$ cat src/rtl/lph_ram.sv
// ----------------------------------------------------------------------------
// lph_ram
// Generic single-write, single-read RAM with registered read data.
// ----------------------------------------------------------------------------
module lph_ram #(
    parameter int WIDTH = 8,
    parameter int DEPTH = 16
) (
    input  logic                     i_clk,
    input  logic                     i_we,
    input  logic [$clog2(DEPTH)-1:0] i_waddr,
    input  logic [WIDTH-1:0]         i_wdata,
    input  logic [$clog2(DEPTH)-1:0] i_raddr,
    output logic [WIDTH-1:0]         o_rdata
);

    logic [WIDTH-1:0] r_mem [DEPTH];
    logic [WIDTH-1:0] r_rdata;

    always_ff @(posedge i_clk) begin
        if (i_we) begin
            r_mem[i_waddr] <= i_wdata;
        end
        r_rdata <= r_mem[i_raddr];
    end

    assign o_rdata = r_rdata;

endmodule

$ cat config.mk
export PLATFORM = sky130hd
export DESIGN_NAME = lph_ram
export DESIGN_NICKNAME = d
export VERILOG_FILES = /design/src/rtl/lph_ram.sv
export SDC_FILE = /design/constraint.sdc
export NUM_CORES = 1
export LEC_CHECK = 0
export ABC_CLOCK_PERIOD_IN_PS = 4790
export BUFFER_PORTS_ARGS = -buffer_cell sky130_fd_sc_hd__buf_2
export CAP_MARGIN = 20
export CORE_UTILIZATION = 60
export DETAILED_ROUTE_END_ITERATION = 8
export GPL_TIMING_DRIVEN = 0
export PLACE_DENSITY = 0.75
export SLEW_MARGIN = 20
export SYNTH_ARGS = -nofsm -noshare
export SYNTH_HDL_FRONTEND = slang
export SYNTH_SLANG_ARGS = --single-unit
export TNS_END_PERCENT = 10
$ cat constraint.sdc
create_clock -name i_clk -period 4.79 [get_ports i_clk]
set_input_delay 0.958 -clock i_clk [delete_from_list [all_inputs] [get_ports i_clk]]
set_output_delay 0.958 -clock i_clk [all_outputs]
set_load 0.005 [all_outputs]
==> impl_results.md <==
- Worst-case setup slack after placement: about 2100 ps
- Starting density of the core: 62.3%
- Hold path startpoint: r_mem[11][0]$_DFFE_PP_
- Overall global routing resource usage: about 25%
- Diodes inserted: 0
- Cell row count: 33
- Finished Layout Cells: a little under 400
- Worst path bufs/invs: 1
- Worst Tran Pin Value: roughly 800 ps
- First-pass GRT wire length: between 10 and 15 mm
- Cell class contributing the biggest share of worst-path delay: simple AND/OR/NAND/NOR gates
- PortBufs: 24
- Sequential share of power: 47.9%
- Leak pwr: about 2 nW
- Net Sw Frac: 20.2%
- Avg Inst Size Synth: 22.5 um2
- Post-CTS Setup Bufs: 0
- Net switching power: ~0.56 mW
- Portion of synthesized cell area occupied by the leading cell type: between 70% and 80%
- Largest voltage drop on the vdd net: about 0.27 mV
- Share of final-layout standard cells stronger than drive strength 1: a little under a third
- Synth cell types: 19
- Number of hold violations in the final report: 0
- Via count of the first global-routing pass: between 2000 and 2500
- Synthesized flop and latch total: 136
- Clock period minus final worst setup slack: approximately 2100 ps
- Detailed Place HPWL: ~6 mm
- Number of iterations in the first detailed-routing pass: 4
- CTS buffer count: 17
- Clock network latency to the later pin of the worst-skew pair: about 520 ps
- Kind of path behind the tightest hold check: flop to flop
- Power share of the combinational group: under 10%
- TritonCTS clock tree: done
- Syn Nets: between 200 and 250
- Ys Warns: 0
- Outcome: finished clean
- Endpoint class of the critical path: flop
- Data arrival time of the worst path: about 2300 ps
- Layout-stage area growth over the synthesis result: 17.3%
- Synthesized cell area: 0.00515 mm2
- Cell-by-cell trace of the critical path: buf_2, or3b_2, nor2_1
- Cell accounting for the most synthesized area: edfxtp_1
- Ratio of routed vias to standard cells: approximately 6.2
- Largest fanout on the critical path: 8
- Average routed wire per standard cell: roughly 25 um
- Clk pin slew, worst setup/hold paths: 60 ps
- Setup-failing EPs final: 0
- Die Footprint: roughly 0.0090 mm2
- First DRT Iteration DRCs: around 280
- Top post-synthesis cells by area: edfxtp_1 75%, mux4_2 7.9%, mux4_1 7.1%
- Clock share of power: 47.6%
- Post-layout instance area: slightly above 0.006 mm2
- Chip height: between 90 and 100 um
- Inst Count DP: between 300 and 400
- Fin crit share: between 40% and 50%
- Overflow after GRT: 0
- Slowest stage delay, CP: about 640 ps
- Pin count of the biggest net entering global routing: 17
- Setup TNS Final: 0 ps
- Placer Congestion: between 0.7 and 0.8
- Core Footprint: approximately 0.0083 mm2
- Min setup slack post-route: 2680 ps
- Number of vias after detailed routing: around 2400
- Cells after synthesis: roughly 230
- Antenna Nets Post-Route: 0
- Seq/Total Area, Yosys: between 70% and 80%
- Number of antenna violations at the first check in global routing: 0
- Final routed wirelength across all metal layers: 9.66 mm
- Clock Sink Count: between 100 and 150
- Number of hold buffers added after CTS: 0
- Power per cell area: 463 mW/mm2
- Critical register-to-register path startpoint: r_mem[7][7]$_DFFE_PP_
- FMAX: 473 MHz
- Critical path start-end classification: primary input to flop
- CP startpoint kind: primary input
- Root buffer selected by CTS: clkbuf_8
- Horizontal die dimension: roughly 95 um
- Unrepaired setup endpoints after global routing: no
- Max-slew violation count: 0
- Placed cell area: 0.00542 mm2
- Slew HR: between 40 and 50%
- Startpoint of the most critical setup path: i_waddr[2]
- Number of DRC violations after detailed routing: 0
- Clock skew: between 10 and 15 ps
- NumNets Final: 290
- CP Data Required Time: 4930 ps
- Critical Path Slowest Stage Cell: nor2_1
- Post-CTS resize count: 0
- Final core utilization: between 70% and 80%
- CTS Buffer Depth: 2
- Cell internal pwr: between 2 and 2.5 mW
- Total of max-cap violations: 0
- Num ports: 26
- Deepest level of the CTS H-tree: 4
==> cell usage after synthesis <==
library cell,count
edfxtp_1,128
nor2b_1,1
nand3_1,1
mux4_1,14
a22oi_1,16
dfxtp_1,8
buf_2,3
mux4_2,18
nand2_1,9
buf_6,3
nor3_1,4
buf_4,1
or3b_2,1
and2b_1,1
clkdlybuf4s25_2,3
nand2b_1,2
nand3b_1,2
nor2_1,13
and2_1,1
==> metal layers <==
metal | global-route usage, % | part of all wire (%) | up-vias
li1 | - | - | 1063
met1 | 33.9 | 42 | 1245
met2 | 36.8 | 48 | 108
met3 | 7.25 | 7.6 | 21
met4 | 11.2 | 2.8 | 0
met5 | 0 | 0 | -
==> sequential cells by signal (all words and copies together) (netlist names) <==
name     count
o_rdata      8
r_mem      128
==> power by group through the flow <==
stage / clock network (mW) / registers (mW) / logic [mW]
after global placement: 0 / 1.36 / 0.121
after global routing: 1.39 / 1.34 / 0.135
after floorplan: 0 / 1.36 / 0.0675
final: 1.33 / 1.34 / 0.125
after CTS: 1.34 / 1.34 / 0.126
after detailed placement: 0 / 1.36 / 0.125
==> area by class of cell <==
cell class | count | area [um2]
clock inverters | 15 | 204
plain buffers | 10 | 86.3
repair buffers | 24 | 120
well taps | 105 | 131
fillers | 478 | 2220
clock buffers | 17 | 414
multi-input cells | 83 | 1080
flip-flops and latches | 136 | 4000
==> per-stage QoR <==
stage / hold WS (ps) / power [mW]
floorplan: 629 / 1.43
global placement: 653 / 1.48
detailed placement: 675 / 1.49
CTS: 690 / 2.80
global route: 738 / 2.86
finish: 691 / 2.79
==> worst register-to-register path, delay by kind of cell, from the launching register on <==
kind / cells / cell delay, ps
compound gates: 1 / 310
flops: 1 / 370
mux: 1 / 510
simple gates: 1 / 110
==> placed cells by master, fill, tap and decap left out <==
master,netlist,final
a22oi_1,16,16
and2_1,1,1
and2b_1,1,1
buf_2,3,27
buf_4,1,1
buf_6,3,3
bufinv_16,0,4
clkbuf_16,0,16
clkbuf_8,0,1
clkdlybuf4s25_2,3,3
clkinv_2,0,2
clkinv_4,0,5
clkinvlp_4,0,4
dfxtp_1,8,8
edfxtp_1,128,128
mux4_1,14,14
mux4_2,18,18
nand2_1,9,9
nand2b_1,2,2
nand3_1,1,1
nand3b_1,2,2
nor2_1,13,13
nor2b_1,1,1
nor3_2,0,4
or3b_2,1,1
==> path summary, 6_finish.rpt <==
path | endpoint | slack [ps] | cells past startpoint
min reg2reg | o_rdata[0]$_DFF_P_ | 690 | 3
max | r_mem[2][2]$_DFFE_PP_ | 2680 | 3
max reg2reg | o_rdata[7]$_DFF_P_ | 3370 | 3
min | o_rdata[0]$_DFF_P_ | 690 | 3
==> cells by family after synthesis <==
logic type	share of synthesized area, %
simple gates	3.18
flops	77.8
mux	15.0
buf+inv	1.68
compound gates	2.33
Power figures use the tool's default switching activity.
